$ cat src/design/assert_macros.svh
// Assertion helpers used by the parser engine RTL.
// Each macro expects clk and arst_n in the scope where it is used.
`ifndef ASSERT_MACROS_SVH
`define ASSERT_MACROS_SVH

// Property must hold at every clock edge outside reset.
`define SCFP_ASSERT(label, prop, msg) \
	label: assert property (@(posedge clk) disable iff (!arst_n) (prop)) \
		else $error(msg);

// When trig holds, cond must hold in the next cycle.
`define SCFP_ASSERT_NEXT(label, trig, cond, msg) \
	label: assert property (@(posedge clk) disable iff (!arst_n) (trig) |=> (cond)) \
		else $error(msg);

`endif

$ cat src/design/scfp_pkg.sv
`default_nettype none

package scfp_pkg;

	localparam int TOKEN_SLOTS_DEF = 4;
	localparam int DATA_MAX_DEF    = 20;

	localparam int KIND_W   = 3;
	localparam int SLOT_W   = 5;
	localparam int VALUE_W  = 8;
	localparam int STATUS_W = 2;
	localparam int COUNT_W  = 8;

	localparam logic [7:0] CH_HASH  = "#";
	localparam logic [7:0] CH_SEMI  = ";";
	localparam logic [7:0] CH_DOT   = ".";
	localparam logic [7:0] CH_DASH  = "-";
	localparam logic [7:0] CH_COLON = ":";

	localparam logic [KIND_W-1:0] KIND_CMD  = 3'd0;
	localparam logic [KIND_W-1:0] KIND_OPT  = 3'd1;
	localparam logic [KIND_W-1:0] KIND_SUB  = 3'd2;
	localparam logic [KIND_W-1:0] KIND_DATA = 3'd3;
	localparam logic [KIND_W-1:0] KIND_END  = 3'd4;

	localparam logic [STATUS_W-1:0] STATUS_OK      = 2'd0;
	localparam logic [STATUS_W-1:0] STATUS_SYNTAX  = 2'd1;
	localparam logic [STATUS_W-1:0] STATUS_BADCHAR = 2'd2;
	localparam logic [STATUS_W-1:0] STATUS_ABANDON = 2'd3;

	typedef struct packed {
		logic [KIND_W-1:0]   kind;
		logic [SLOT_W-1:0]   slot;
		logic [VALUE_W-1:0]  value;
		logic [STATUS_W-1:0] status;
		logic [COUNT_W-1:0]  data_count;
	} result_t;

	// Bit 4 flags a hex digit, bits 3:0 carry its value.
	function automatic logic [4:0] hex_decode(input logic [7:0] c);
		logic [4:0] r;
		r = 5'b0;
		if (c >= "0" && c <= "9") begin
			r = {1'b1, 4'(c - "0")};
		end else if (c >= "A" && c <= "F") begin
			r = {1'b1, 4'(c - "A" + 8'd10)};
		end else if (c >= "a" && c <= "f") begin
			r = {1'b1, 4'(c - "a" + 8'd10)};
		end
		return r;
	endfunction

	function automatic logic name_ok(input logic [7:0] c);
		return (c >= "0" && c <= "9") || (c >= "A" && c <= "Z");
	endfunction

endpackage

`default_nettype wire

$ cat src/design/scfp_text_if.sv
`default_nettype none

interface scfp_text_if;
	logic       valid;
	logic       ready;
	logic [7:0] rx_byte;

	modport source (output valid, output rx_byte, input ready);
	modport sink (input valid, input rx_byte, output ready);
endinterface

`default_nettype wire

$ cat src/design/scfp_token_if.sv
`default_nettype none

interface scfp_token_if;
	logic                          valid;
	logic                          ready;
	logic [scfp_pkg::KIND_W-1:0]   kind;
	logic [scfp_pkg::SLOT_W-1:0]   slot;
	logic [scfp_pkg::VALUE_W-1:0]  value;
	logic [scfp_pkg::STATUS_W-1:0] status;
	logic [scfp_pkg::COUNT_W-1:0]  data_count;

	modport source (output valid, output kind, output slot, output value,
		output status, output data_count, input ready);
	modport sink (input valid, input kind, input slot, input value,
		input status, input data_count, output ready);
endinterface

`default_nettype wire

$ cat src/design/serial_command_frame_parser_core.sv
// Channel  Dir  Payload                                 Accept
// text     in   rx_byte[7:0]                            valid && ready
// token    out  kind[2:0] slot[4:0] value[7:0]          valid && ready
//               status[1:0] data_count[7:0]
//
// One byte per cycle sustained while token takes results; a taken byte passes through
// the input register, then the parse engine's result register, before its result is offered.
// Reset is asynchronous: the parser returns to outside-frame and both stages empty.
// A result waiting on token holds the input stage; text.ready drops only when the input
// stage is full and cannot move on in the same cycle.
`default_nettype none

module serial_command_frame_parser_core #(
	parameter int TOKEN_SLOTS = scfp_pkg::TOKEN_SLOTS_DEF,
	parameter int DATA_MAX    = scfp_pkg::DATA_MAX_DEF
) (
	input  wire logic   clk,
	input  wire logic   arst_n,
	scfp_text_if.sink   text,
	scfp_token_if.source token
);
	import scfp_pkg::*;

	logic       valid_s1;
	logic [7:0] byte_s1;
	logic       step;
	logic       res_valid;
	result_t    res;

	// advance the input stage when the result register is free or being drained
	assign step       = valid_s1 && (!res_valid || token.ready);
	assign text.ready = !valid_s1 || step;

	always_ff @(posedge clk or negedge arst_n) begin
		if (!arst_n) begin
			valid_s1 <= 1'b0;
		end else if (text.valid && text.ready) begin
			valid_s1 <= 1'b1;
		end else if (step) begin
			valid_s1 <= 1'b0;
		end
	end

	always_ff @(posedge clk) begin
		if (text.valid && text.ready) begin
			byte_s1 <= text.rx_byte;
		end
	end

	scfp_engine #(
		.TOKEN_SLOTS (TOKEN_SLOTS),
		.DATA_MAX    (DATA_MAX)
	) u_engine (
		.clk       (clk),
		.arst_n    (arst_n),
		.step      (step),
		.take      (token.ready),
		.rx_byte   (byte_s1),
		.res_valid (res_valid),
		.res       (res)
	);

	assign token.valid      = res_valid;
	assign token.kind       = res.kind;
	assign token.slot       = res.slot;
	assign token.value      = res.value;
	assign token.status     = res.status;
	assign token.data_count = res.data_count;

endmodule

`default_nettype wire

$ cat src/design/scfp_engine.sv
`default_nettype none
`include "assert_macros.svh"

module scfp_engine #(
	parameter int TOKEN_SLOTS = scfp_pkg::TOKEN_SLOTS_DEF,
	parameter int DATA_MAX    = scfp_pkg::DATA_MAX_DEF
) (
	input  wire logic              clk,
	input  wire logic              arst_n,
	input  wire logic              step,
	input  wire logic              take,
	input  wire logic [7:0]        rx_byte,
	output logic                   res_valid,
	output scfp_pkg::result_t      res
);
	import scfp_pkg::*;

	localparam int               TS_W     = $clog2(TOKEN_SLOTS + 1);
	localparam logic [TS_W-1:0]  SLOT_LIM = TS_W'(TOKEN_SLOTS);
	localparam logic [7:0]       DATA_LIM = 8'(DATA_MAX);

	typedef enum logic [2:0] {
		MODE_OUT,
		MODE_CMD,
		MODE_OPT,
		MODE_SUB,
		MODE_DAT
	} mode_t;

	mode_t            mode_q, mode_d;
	logic [TS_W-1:0]  slot_q, slot_d;
	logic [7:0]       idx_q, idx_d;
	logic [3:0]       hi_q, hi_d;
	logic             pend_q, pend_d;
	logic             syn_q, syn_d;
	logic             bad_q, bad_d;
	logic             res_valid_q;
	result_t          res_q, res_d;
	logic             emit;

	logic [4:0]       hex_w;
	logic             slot_kept;
	logic [TS_W-1:0]  slot_inc;
	logic             name_hit;
	logic [KIND_W-1:0] name_kind;

	assign hex_w     = hex_decode(rx_byte);
	assign slot_kept = slot_q < SLOT_LIM;
	assign slot_inc  = slot_kept ? slot_q + TS_W'(1) : slot_q;

	always_comb begin
		mode_d    = mode_q;
		slot_d    = slot_q;
		idx_d     = idx_q;
		hi_d      = hi_q;
		pend_d    = pend_q;
		syn_d     = syn_q;
		bad_d     = bad_q;
		emit      = 1'b0;
		res_d     = '0;
		name_hit  = 1'b0;
		name_kind = KIND_CMD;

		if (rx_byte == CH_HASH) begin
			// abandon any open frame, then open a fresh one
			if (mode_q != MODE_OUT) begin
				emit             = 1'b1;
				res_d.kind       = KIND_END;
				res_d.status     = STATUS_ABANDON;
				res_d.data_count = idx_q;
			end
			mode_d = MODE_CMD;
			slot_d = '0;
			idx_d  = '0;
			hi_d   = '0;
			pend_d = 1'b0;
			syn_d  = 1'b0;
			bad_d  = 1'b0;
		end else if (mode_q == MODE_OUT) begin
			// drop bytes outside a frame
		end else if (rx_byte == CH_SEMI) begin
			emit             = 1'b1;
			res_d.kind       = KIND_END;
			res_d.data_count = idx_q;
			if (syn_q || pend_q) begin
				res_d.status = STATUS_SYNTAX;
			end else if (bad_q) begin
				res_d.status = STATUS_BADCHAR;
			end else begin
				res_d.status = STATUS_OK;
			end
			mode_d = MODE_OUT;
		end else begin
			unique case (mode_q) inside
				MODE_CMD: begin
					if (rx_byte == CH_DOT) begin
						slot_d = slot_inc;
					end else if (rx_byte == CH_DASH) begin
						mode_d = MODE_OPT;
						slot_d = '0;
					end else if (rx_byte == CH_COLON) begin
						mode_d = MODE_DAT;
					end else begin
						name_hit  = 1'b1;
						name_kind = KIND_CMD;
					end
				end
				MODE_OPT, MODE_SUB: begin
					if (rx_byte == CH_DASH) begin
						mode_d = MODE_OPT;
						slot_d = slot_inc;
					end else if (rx_byte == CH_COLON) begin
						mode_d = MODE_DAT;
					end else if (rx_byte == CH_DOT) begin
						// second dot in a kept suboption is a bad character
						if (mode_q == MODE_OPT) begin
							mode_d = MODE_SUB;
						end else if (slot_kept) begin
							bad_d = 1'b1;
						end
					end else begin
						name_hit  = 1'b1;
						name_kind = (mode_q == MODE_OPT) ? KIND_OPT : KIND_SUB;
					end
				end
				MODE_DAT: begin
					if (!hex_w[4]) begin
						syn_d = 1'b1;
					end else if (!pend_q) begin
						hi_d   = hex_w[3:0];
						pend_d = 1'b1;
					end else begin
						pend_d = 1'b0;
						if (idx_q != 8'hFF) begin
							idx_d = idx_q + 8'd1;
						end
						if (idx_q < DATA_LIM) begin
							emit        = 1'b1;
							res_d.kind  = KIND_DATA;
							res_d.slot  = idx_q[SLOT_W-1:0];
							res_d.value = {hi_q, hex_w[3:0]};
						end
					end
				end
				default: begin
					mode_d = MODE_OUT;
				end
			endcase
		end

		if (name_hit && slot_kept) begin
			if (!name_ok(rx_byte)) begin
				bad_d = 1'b1;
			end
			emit        = 1'b1;
			res_d.kind  = name_kind;
			res_d.slot  = SLOT_W'(slot_q);
			res_d.value = rx_byte;
		end
	end

	always_ff @(posedge clk or negedge arst_n) begin
		if (!arst_n) begin
			mode_q      <= MODE_OUT;
			slot_q      <= '0;
			idx_q       <= '0;
			hi_q        <= '0;
			pend_q      <= 1'b0;
			syn_q       <= 1'b0;
			bad_q       <= 1'b0;
			res_valid_q <= 1'b0;
			res_q       <= '0;
		end else begin
			if (step) begin
				mode_q      <= mode_d;
				slot_q      <= slot_d;
				idx_q       <= idx_d;
				hi_q        <= hi_d;
				pend_q      <= pend_d;
				syn_q       <= syn_d;
				bad_q       <= bad_d;
				res_valid_q <= emit;
				res_q       <= res_d;
			end else if (take) begin
				res_valid_q <= 1'b0;
			end
		end
	end

	assign res_valid = res_valid_q;
	assign res       = res_q;

	`SCFP_ASSERT(a_step_room, step |-> (!res_valid_q || take), "step overwrote a pending item")
	`SCFP_ASSERT(a_slot_sat, slot_q <= SLOT_LIM, "token slot ran past its limit")
	`SCFP_ASSERT_NEXT(a_hash_opens, step && rx_byte == CH_HASH, mode_q == MODE_CMD && idx_q == '0 && !pend_q, "hash did not open a clean frame")
	`SCFP_ASSERT(a_data_slot, (res_valid_q && res_q.kind == KIND_DATA) |-> ({3'b000, res_q.slot} < DATA_LIM), "data item beyond data limit")

endmodule

`default_nettype wire

$ cat src/flat_wrapper.sv
// flat-port wrapper written by rule: the top's interface ports become plain ports
module serial_command_frame_parser_core_flat import scfp_pkg::*;
#(
	parameter int TOKEN_SLOTS = scfp_pkg::TOKEN_SLOTS_DEF,
	parameter int DATA_MAX    = scfp_pkg::DATA_MAX_DEF
)
  (clk, arst_n, text_valid, text_rx_byte, text_ready, token_valid, token_kind, token_slot, token_value, token_status, token_data_count, token_ready);
  scfp_text_if text_i ();
  scfp_token_if token_i ();
  input  wire logic clk;
  input  wire logic arst_n;
  input wire logic [$bits(text_i.valid)-1:0] text_valid;
  input wire logic [$bits(text_i.rx_byte)-1:0] text_rx_byte;
  output wire logic [$bits(text_i.ready)-1:0] text_ready;
  output wire logic [$bits(token_i.valid)-1:0] token_valid;
  output wire logic [$bits(token_i.kind)-1:0] token_kind;
  output wire logic [$bits(token_i.slot)-1:0] token_slot;
  output wire logic [$bits(token_i.value)-1:0] token_value;
  output wire logic [$bits(token_i.status)-1:0] token_status;
  output wire logic [$bits(token_i.data_count)-1:0] token_data_count;
  input wire logic [$bits(token_i.ready)-1:0] token_ready;
  assign text_i.valid = text_valid;
  assign text_i.rx_byte = text_rx_byte;
  assign text_ready = text_i.ready;
  assign token_valid = token_i.valid;
  assign token_kind = token_i.kind;
  assign token_slot = token_i.slot;
  assign token_value = token_i.value;
  assign token_status = token_i.status;
  assign token_data_count = token_i.data_count;
  assign token_i.ready = token_ready;
  serial_command_frame_parser_core #(.TOKEN_SLOTS(TOKEN_SLOTS), .DATA_MAX(DATA_MAX)) u_core (.clk(clk), .arst_n(arst_n), .text(text_i), .token(token_i));
endmodule
$ cat config.mk
export PLATFORM = sky130hd
export DESIGN_NAME = serial_command_frame_parser_core_flat
export DESIGN_NICKNAME = d
export VERILOG_FILES = /design/src/design/scfp_pkg.sv /design/src/design/scfp_text_if.sv /design/src/design/scfp_token_if.sv /design/src/design/serial_command_frame_parser_core.sv /design/src/design/scfp_engine.sv /design/src/flat_wrapper.sv
export VERILOG_INCLUDE_DIRS = /design/src /design/src/design
export SDC_FILE = /design/constraint.sdc
export NUM_CORES = 1
export LEC_CHECK = 0
export BUFFER_PORTS_ARGS = -buffer_cell sky130_fd_sc_hd__buf_2
export CAP_MARGIN = 10
export CORE_UTILIZATION = 45
export DETAILED_ROUTE_END_ITERATION = 8
export PLACE_DENSITY = 0.68
export RECOVER_POWER = 100
export SLEW_MARGIN = 20
export SYNTH_ARGS = -nofsm -noshare
export SYNTH_HDL_FRONTEND = slang
export SYNTH_SLANG_ARGS = --single-unit
$ cat constraint.sdc
create_clock -name clk -period 3.1 [get_ports clk]
set_clock_uncertainty 0.2 [all_clocks]
set_input_delay 0.155 -clock clk [delete_from_list [all_inputs] [get_ports clk]]
set_output_delay 0.155 -clock clk [all_outputs]
set_load 0.03 [all_outputs]
; ---- After elaboration in Yosys (flattened, before gate mapping)
; Index checks and enable logic that the tools add are counted.
[word_totals]
ff_bits = 57
in_bits = 12
elab_cells = 185
[classes]
addsub = 7
magnitude_cmp = 9
n_eq_ne = 21
n_mux = 104
n_reduce_logical = 29
[ops]
columns = op, n
row1 = 3-bit two-way mux, 22
row2 = 15-bit two-way mux, 4
row3 = 8-bit two-way mux, 7
row4 = 1-bit two-way mux, 44
row5 = 8-bit by 6-bit == test with 1-bit output (second input constant), 5
row6 = 10-bit two-way mux, 3
row7 = 13-bit two-way mux, 2
row8 = 26-bit two-way mux, 1
row9 = 8-bit by 7-bit less-or-equal comparator with 1-bit output (second input constant), 3
row10 = 4-bit two-way mux, 6
row11 = 8-bit by 7-bit >= comparator with 1-bit output (second input constant), 2
row12 = 16-bit two-way mux, 1
row13 = 2-bit two-way mux, 8
row14 = 5-bit two-way mux, 3
row15 = 7-bit AND reduction, 2
row16 = 6-bit inequality test (second input constant), 2
row17 = 6-bit AND reduction, 2
row18 = 2-bit nonzero test, 6
row19 = 4-bit by 1-bit subtractor with 4-bit output (second input constant), 3
row20 = 5-bit AND reduction, 2
row21 = 3-bit one-hot mux with 3 select lines, 1
row22 = 4-bit adder (second input constant), 2
row23 = 8-bit by 1-bit adder with 8-bit output (second input constant), 1
row24 = 8-bit by 6-bit >= comparator with 1-bit output (second input constant), 1
row25 = 22 further kinds, 37

; ---- Depth between registers and ports, before layout
; Gate-level depths: netlist (run 1).
[depth]
word_depth = 13
ltp_mapped = 8
ltp_nobuf = 7

; ---- By module
; Synthesis (run 1) repeated with hierarchy kept, for this count alone.
[unflattened]
cells_unflattened = 329
hier_area_um2 = 3304.4
[by_module_without_submodules]
columns = mod, n_inst, cells_per_inst, area_each_um2
row1 = scfp_engine, 1, 315, 2992.9
row2 = serial_command_frame_parser_core, 1, 14, 311.5

; ---- Least setup slack after synthesis (run 1)
; OpenSTA, ideal clock, no wires.
[synth_timing]
path_type = reg-to-reg
from = register u_core.byte_s1[0]
to = register u_core.u_engine.res_q, in the netlist u_core.u_engine.res[13]
setup_ps = 124
arrival_ps = 2352
t_required_ps = 2776
setup_slack_ps = 424
path_stages_with_launch = 9
path_buffers = 1
cell_sequence = edfxtp_1 -> inv_1 -> ha_1 -> or3b_2 -> and4b_1 -> a21oi_2 -> buf_2 -> nor4_1 -> a211o_1
[synth_between]
elab_chain_cells = 13
elab_cells_between_ends = 41
cone_classes = add/sub: 5 / order compare: 6 / eq/ne: 5 / mux: 21 / reduce/logical: 4
[synth_rtl]
columns = item, line_no
row1 = start: declaration, serial_command_frame_parser_core.sv:25  ; logic [7:0] byte_s1;
row2 = start signal: assignment, serial_command_frame_parser_core.sv:46  ; byte_s1 <= text.rx_byte;
row3 = "4-bit by 1-bit subtractor with 4-bit output, or another cell as far along", "scfp_pkg.sv:46, scfp_pkg.sv:48"
row4 = 4-bit adder or 1-bit logical AND (tied branches), "scfp_pkg.sv:46, scfp_pkg.sv:48, scfp_pkg.sv:47"
row5 = 5-bit two-way mux, scfp_pkg.sv:47  ; end else if (c >= "a" && c <= "f") begin
row6 = 5-bit two-way mux, scfp_pkg.sv:45  ; end else if (c >= "A" && c <= "F") begin
row7 = 5-bit two-way mux, scfp_pkg.sv:43  ; if (c >= "0" && c <= "9") begin
row8 = 15-bit two-way mux, scfp_engine.sv:137  ; if (idx_q < DATA_LIM) begin
row9 = 15-bit two-way mux, scfp_engine.sv:129  ; end else if (!pend_q) begin
row10 = 15-bit two-way mux, scfp_engine.sv:127  ; if (!hex_w[4]) begin
row11 = 15-bit two-way mux, scfp_engine.sv:94  ; unique case (mode_q) inside
row12 = 13-bit two-way mux, scfp_engine.sv:81  ; end else if (rx_byte == CH_SEMI) begin
row13 = 26-bit two-way mux, scfp_engine.sv:79  ; end else if (mode_q == MODE_OUT) begin
row14 = 13-bit two-way mux, scfp_engine.sv:64  ; if (rx_byte == CH_HASH) begin
row15 = 16-bit two-way mux (*), scfp_engine.sv:151  ; if (name_hit && slot_kept) begin
row16 = end signal: assignment, scfp_engine.sv:183  ; res_q <= res_d;
row17 = end: declaration, scfp_engine.sv:38  ; result_t res_q, res_d;
; Every way passes the cells marked *; elsewhere a longest branch is shown, timed or not.
; A chain may end at the register's enable or synchronous reset.

; ---- Worst setup path after layout (run 1)
[layout_timing]
from = register u_core.byte_s1[1]
to = register u_core.u_engine.idx_q[5]
[layout_between]
elab_chain_cells = 7
elab_cells_between_ends = 22
cone_classes = order compare: 6 / eq/ne: 4 / mux: 4 / reduce/logical: 8
[layout_rtl]
columns = item, line_no
row1 = 8-bit by 7-bit >= comparator with 1-bit output or 8-bit by 7-bit less-or-equal comparator with 1-bit output (tied branches), scfp_pkg.sv:47
row2 = 1-bit logical AND, scfp_pkg.sv:47
row3 = 5-bit two-way mux, scfp_pkg.sv:47
row4 = 5-bit two-way mux, scfp_pkg.sv:45
row5 = 5-bit two-way mux, scfp_pkg.sv:43
row6 = 2-bit nonzero test (no source line), -
row7 = 7-bit AND reduction (no source line), -
row8 = end signal: assignment, scfp_engine.sv:177  ; idx_q <= idx_d;
row9 = end: declaration, scfp_engine.sv:32  ; logic [7:0] idx_q, idx_d;
; Parallel ways exist; a longest one is shown, timed or not.

==> results of run 1 <==
## metal layers
metal | up-vias | wire length, µm
met5 | - | 0
met4 | 0 | 104
met3 | 11 | 392
met2 | 85 | 3730
met1 | 1341 | 3650
li1 | 1316 | -
## final timing paths
path                                   startpoint                        end  slack [ps]  depth (start not counted)
hold reg to reg            u_core.u_engine.res[9]     u_core.u_engine.res[9]         270                          2
setup / recovery                u_core.byte_s1[1]   u_core.u_engine.idx_q[5]         280                          6
hold / removal             u_core.u_engine.res[9]     u_core.u_engine.res[9]         270                          2
setup reg to reg                u_core.byte_s1[1]   u_core.u_engine.idx_q[5]         280                          6
max in group asynchronous                  arst_n  u_core.u_engine.slot_q[2]         750                          3
min in group asynchronous                  arst_n            u_core.valid_s1         690                          2
## state kept, by name, summed over array words and instances (netlist names)
| register | flops |
|---|---|
| u_core.u_engine.res | 26 |
| u_core.u_engine.pend_q | 1 |
| u_core.u_engine.syn_q | 1 |
| u_core.u_engine.slot_q | 3 |
| u_core.u_engine.bad_q | 1 |
| u_core.valid_s1 | 1 |
| u_core.byte_s1 | 8 |
| u_core.u_engine.hi_q | 4 |
| u_core.u_engine.res_valid | 1 |
| u_core.u_engine.idx_q | 8 |
| u_core.u_engine.mode_q | 3 |
## stage by stage
| step | instance area, µm² | std cells |
|---|---|---|
| final | 3830 | 470 |
| after global routing | 3830 | 470 |
| after CTS | 3890 | 470 |
| after detailed placement | 3510 | 442 |
| after global placement | 3510 | 442 |
| after floorplan | 3180 | 312 |
## synth_stat cells, types with 7 or more instances
library cell  number
o31ai_1            8
a21oi_1           14
nor2b_1            7
dfrtp_1           49
and2_1             8
a22o_1            11
nor3_1             8
clkbuf_1          12
nand2_1           25
nor2_1            12
edfxtp_1           8
nand3_1           10
o21ai_0           10
and3_1             7
inv_1              9
## logic make-up after synthesis
family | count (synthesis)
buf+inv | 27
mux | 7
flops | 57
fa+ha+maj | 6
compound gates | 97
simple gates | 116
xor+xnor | 2
## power by group through the flow
stage          Clock, mW  Sequential (mW)  Combinational [mW]
2_1_floorplan          0            0.808              0.0983
3_3_place_gp           0            0.811               0.149
3_5_place_dp           0            0.812               0.151
4_1_cts            0.917            0.798               0.163
5_1_grt            0.947            0.801               0.177
6_report           0.899            0.799               0.162
## final cells by class
class,count,area [µm²]
Clock buffer,10,149
Clock inverter,6,111
Fill cell,617,2960
Inverter,9,33.8
Multi-Input combinational cell,228,1600
Sequential cell,57,1470
Tap cell,96,120
Timing Repair Buffer,64,355
## repair_timing
item / in CTS / in global routing
resized for setup: 0 / 0
hold endpoints to repair: 44 / 0
hold buffers: 12 / 0
buffers inserted: 0 / 0
## critical path: cells and delay by family (launching register included)
kind,cells,cell delay [ps]
and+or+nand+nor,3,1120
adders and majority gates,1,300
AOI/OAI and AO/OA,2,590
DFF,1,530
==> results.yml, run 1 <==
clock_tree:
  cts_buffer_depth: 2
  cts_tree: "built"
  cts_buffers: 9
  cts_root_buf: "clkbuf_8"
  htreeDepth: 3
  clk_pin_slew_ps: 70
  cts_sinks: 57
  clk_latency_ps: 340
yosys:
  synth_ff_type: "dfrtp_1"
  syn_nets: 330
  synth_largest_area_cell: "dfrtp_1"
  synth.area.top_cells: "dfrtp_1 (39%), edfxtp_1 (7.6%), a22o_1 (3.0%)"
  synth_edf_count: 8
  synthXorXnorAreaFrac: 0.00551
  yosys.area_share.simple: 0.220
  synth_cell_type_count: 67
  syn_avg_cell_area_um2: 10.2
  synth_compound_area_frac: 0.231
  synth-adder-area-share: 0.0236
  yosysSeqAreaShare: 0.461
  syn_area_mm2: 0.00318
  synth_top_area_share: 0.386
  synth_cells: 312
  synth_top_family_by_area: "compound AO/OA/AOI/OAI gates"
  synth.yosys.warnings: 0
  yosys_register_bits: 57
  muxShareOfSynthArea: 0.0224
  async_flop_share: 0.860
grt:
  gr-usage-met3: 0.0568
  overflow: 0
  antenna_found_initial: 0
  grt.total_usage: 0.226
  grt_pass1_vias: 2535
  grt_use_met1: 0.305
  use_met2: 0.356
  grt_pass1_wl_mm: 12.7
  grt_max_degree: 36
  grt_busiest_layer: "met2"
routing:
  drt_iter0_markers: 147
  wl_per_cell_um: 16.8
  vias_per_cell: 5.86
  ant_nets: 0
  drc_errors: 0
  wl_mm: 7.88
  dr.pass1.iters: 5
  vias: 2753
setup_path:
  crit_path_top_delay_cell: "or4_1"
  cpPeakStageDelay_ps: 590
  crit_chain: "ha_1 > nand2b_1 > nor3_4 > o2111ai_1 > or4_1 > a21oi_1"
  startpoint_type: "flip-flop"
  cp.required_ps: 3160
  worst-setup-path-type: "flip-flop to flip-flop"
  critPathArrivalTime_ps: 2890
  cp-end-kind: "flip-flop"
  worstPathMaxFanout: 11
floorplanning:
  die_w_um: 86.1
  start_util: 0.468
  die_area_mm2: 0.00741
  dieHeight_um: 86.1
  ios: 40
  fp-row-count: 30
  coreArea_mm2: 0.00679
cells_and_area:
  drive_gt1_frac: 0.120
  final_cell_mix: "dfrtp_1 (49), clkbuf_1 (34), nand2_1 (25)"
  final_util: 0.564
  layout_commonest_cell: "dfrtp_1"
  fin_nets: 387
  syn2layout_area_growth_pct: 20.5
  antenna_cells: 0
pwr:
  p_seq_frac: 0.429
  clock_power_share: 0.483
  p_per_area_mw_per_mm2: 485
  p_switching_uw: 438
  sw_frac_of_total: 0.236
  irDropWorstVdd_v: 0.000403
  total_power_mw: 1.86
  comb_power_share: 0.087
  intPower_mw: 1.42
  p_leak_nw: 1.67
timing:
  setup_slack_ps: 277
  grt_setup_unrepaired: "no"
  finalHoldViolations: 0
  fin_setup_tns_ps: 0
  max_freq_ghz: 0.354
  timing.hold.ws_ps: 267
  fin_crit_sh: 0.911
  slew_viol_final: 36
  slew-limit-headroom: -0.291
  worst_pin_slew_ps: 1940
  finalCriticalPeriod_ps: 2820
  finalSetupViolations: 0
hold_path:
  hp-class: "flip-flop to flip-flop"
place:
  gp_congestion: 0.928
  port_buffers: 39
  pre_cts_ws_ps: 321
  dp_hpwl_mm: 5.60
run_status:
  violations: "max-capacitance violations, max-slew violations"
  status: "finished with violations"
run:
  maxCapViolCount: 1
Power figures use the tool's default switching activity.
==> run 2: changes to the inputs <==
--- a/config.mk
+++ b/config.mk
@@ -6,6 +6,7 @@
 export SDC_FILE = /design/constraint.sdc
 export NUM_CORES = 1
 export LEC_CHECK = 0
+export ABC_AREA = 1
 export BUFFER_PORTS_ARGS = -buffer_cell sky130_fd_sc_hd__buf_2
 export CAP_MARGIN = 10
 export CORE_UTILIZATION = 45
==> results.yml, run 2 <==
run_status:
  status: "completed"
yosys:
  syn_area_mm2: 0.00342
  synth_edf_count: 8
  synth-adder-area-share: 0.0220
  yosys.area_share.simple: 0.370
  synth_cells: 470
  synth_cell_type_count: 36
  synth.yosys.warnings: 0
  synth_compound_area_frac: 0.0780
  syn_avg_cell_area_um2: 7.27
  synth_common_cells: "nand2_1 (155), nor2_1 (54), dfrtp_1 (49)"
  async_flop_share: 0.860
  synth.area.top_cells: "dfrtp_1 (36%), nand2_1 (17%), edfxtp_1 (7.0%)"
  yosysSeqAreaShare: 0.429
  synth_top_area_share: 0.359
  synth_ff_type: "dfrtp_1"
  synth_most_common_cell: "nand2_1"
  synth_top_family_by_area: "simple AND/OR/NAND/NOR gates"
  synthXorXnorAreaFrac: 0.0154
  yosys_register_bits: 57
  syn_nets: 488
  muxShareOfSynthArea: 0
  synth_largest_area_cell: "dfrtp_1"
timing:
  slew_viol_final: 0
  slew-limit-headroom: 0.203
  max_freq_ghz: 0.377
  worst_pin_slew_ps: 1200
  finalHoldViolations: 0
  finalSetupViolations: 0
  finalCriticalPeriod_ps: 2650
  fin_crit_sh: 0.856
  grt_setup_unrepaired: "no"
  fin_setup_tns_ps: 0
pwr:
  irDropWorstVdd_v: 0.000294
  intPower_mw: 1.29
  comb_power_share: 0.084
  p_per_area_mw_per_mm2: 436
  p_switching_uw: 430
  p_seq_frac: 0.469
  sw_frac_of_total: 0.249
  p_leak_nw: 2.01
  total_power_mw: 1.72
  clock_power_share: 0.448
cells_and_area:
  drive_gt1_frac: 0.0945
  antenna_cells: 0
  final_util: 0.543
  layout_commonest_cell: "nand2_1"
  postLayoutCellArea_mm2: 0.00396
  final_cell_mix: "nand2_1 (158), nor2_1 (55), inv_1 (50)"
  largest_reg_flops: 26
  final_cells: 628
  syn2layout_area_growth_pct: 15.8
  fillers: 730
  multi_input_area_mm2: 0.00163
  area.sequential_mm2: 0.00147
  fin_nets: 542
floorplanning:
  coreArea_mm2: 0.00729
  ios: 40
  die_w_um: 89.2
  dieHeight_um: 89.2
  die_area_mm2: 0.00795
  start_util: 0.469
  fp-row-count: 31
clock_tree:
  cts_buffer_depth: 2
  clk_pin_slew_ps: 70
  cts_root_buf: "clkbuf_8"
  post_cts_buffers: 0
  cts_tree: "built"
  cts_sinks: 57
  cts_buffers: 9
  clk_latency_ps: 340
  htreeDepth: 3
grt:
  grt.total_usage: 0.221
  grt_pass1_vias: 2822
  overflow: 0
  grt_pass1_wl_mm: 13.2
  antenna_found_initial: 0
  grt_max_degree: 50
setup_path:
  critPathArrivalTime_ps: 2720
  worst-setup-path-type: "flip-flop to flip-flop"
  ff2ff_setup_slack_ps: 450
  timing.rr.end: "u_core.u_engine.res[11]"
  cp-end-kind: "flip-flop"
  worstPathMaxFanout: 13
  startpoint_type: "flip-flop"
  crit_path_end: "u_core.u_engine.res[11]"
  cp.required_ps: 3170
  worstRegToRegCells: 9
  timing.rr.start: "u_core.byte_s1[6]"
  crit_start: "u_core.byte_s1[6]"
place:
  gp_congestion: 0.912
  dpl_cell_area_mm2: 0.00367
  port_buffers: 39
  dp_hpwl_mm: 5.77
  dp_cells: 599
routing:
  ant_nets: 0
  drc_errors: 0
  wl_per_cell_um: 12.9
  vias_per_cell: 4.98
  wl_mm: 8.08
  vias: 3129
  drt_iter0_markers: 121
  dr.pass1.iters: 4
hold_path:
  hp-class: "flip-flop to flip-flop"
run:
  maxCapViolCount: 0
## run 2: changes by cell type after synthesis, moves of 9 or more
| cell | before | now |
|---|---|---|
| a22o_1 | 11 | 1 |
| inv_1 | 9 | 47 |
| inv_2 | 0 | 9 |
| nand2_1 | 25 | 155 |
| nand3_1 | 10 | 40 |
| nand4_1 | 2 | 11 |
| nor2_1 | 12 | 54 |
| o21ai_1 | 1 | 16 |
## run 2: worst min path at each step
| stage | to | startpoint | depth (start not counted) | slack [ps] |
|---|---|---|---|---|
| after floorplan | u_core.u_engine.bad_q | arst_n | 0 | -340 |
| after detailed placement | u_core.byte_s1[3] | text_rx_byte[3] | 1 | 130 |
| final | u_core.u_engine.res[18] | u_core.u_engine.res[18] | 2 | 280 |
| after global routing | u_core.byte_s1[1] | text_rx_byte[1] | 2 | 300 |
| after global placement | u_core.byte_s1[3] | text_rx_byte[3] | 1 | 130 |
| after CTS | u_core.u_engine.res[16] | u_core.u_engine.res[16] | 2 | 280 |
## run 2: kinds of logic after synthesis
| group | count (synthesis) |
|---|---|
| flip-flops | 57 |
| buffers and inverters | 68 |
| XOR/XNOR | 6 |
| adder cells (fa/ha/maj) | 6 |
| AND/OR/NAND/NOR | 286 |
| AO/OA/AOI/OAI | 47 |
## run 2: final cells by class
class	count	share of cell area
clock buffers	13	0.0455
clock inverters	3	0.0111
inverters	58	0.0550
multi-input cells	345	0.412
flip-flops and latches	57	0.370
well taps	99	0.0313
repair buffers	53	0.0752
## run 2: critical path: stages (launching register included)
cell and delay, ps:
edfxtp_1 500, inv_1 150, nand2_2 90, nor2_1 310, nand2_1 370, nand3_1 280
nor2_2 160, nor2_2 260, nand3_1 120, a21oi_1 150
## run 2: metrics by stage
stage               worst slack (ps)  hold WS (ps)
floorplan                       1140          -341
global placement                 725           131
CTS                              577           277
finish                           446           275
detailed placement               613           133
global route                     219           302
## run 2: power groups by stage
| stage | clock (mW) | sequential [mW] | combinational, mW |
|---|---|---|---|
| after CTS | 0.788 | 0.808 | 0.148 |
| after floorplan | 0 | 0.823 | 0.0850 |
| after detailed placement | 0 | 0.822 | 0.135 |
| after global placement | 0 | 0.821 | 0.134 |
| after global routing | 0.827 | 0.812 | 0.162 |
| final | 0.772 | 0.808 | 0.144 |
## run 2: per-layer routing
| metal | GRT usage | wire length, µm | vias to the layer above |
|---|---|---|---|
| met5 | 0 | 0 | - |
| met4 | 0.0880 | 144 | 0 |
| met3 | 0.0619 | 408 | 11 |
| met2 | 0.340 | 3650 | 94 |
| met1 | 0.294 | 3880 | 1427 |
| li1 | - | - | 1597 |
## run 2: what timing repair did
action,4_1_cts,5_1_grt
resized for setup,0,0
endpoints found under the setup margin,0,0
hold buffers,13,0
endpoints found under the hold margin,59,0
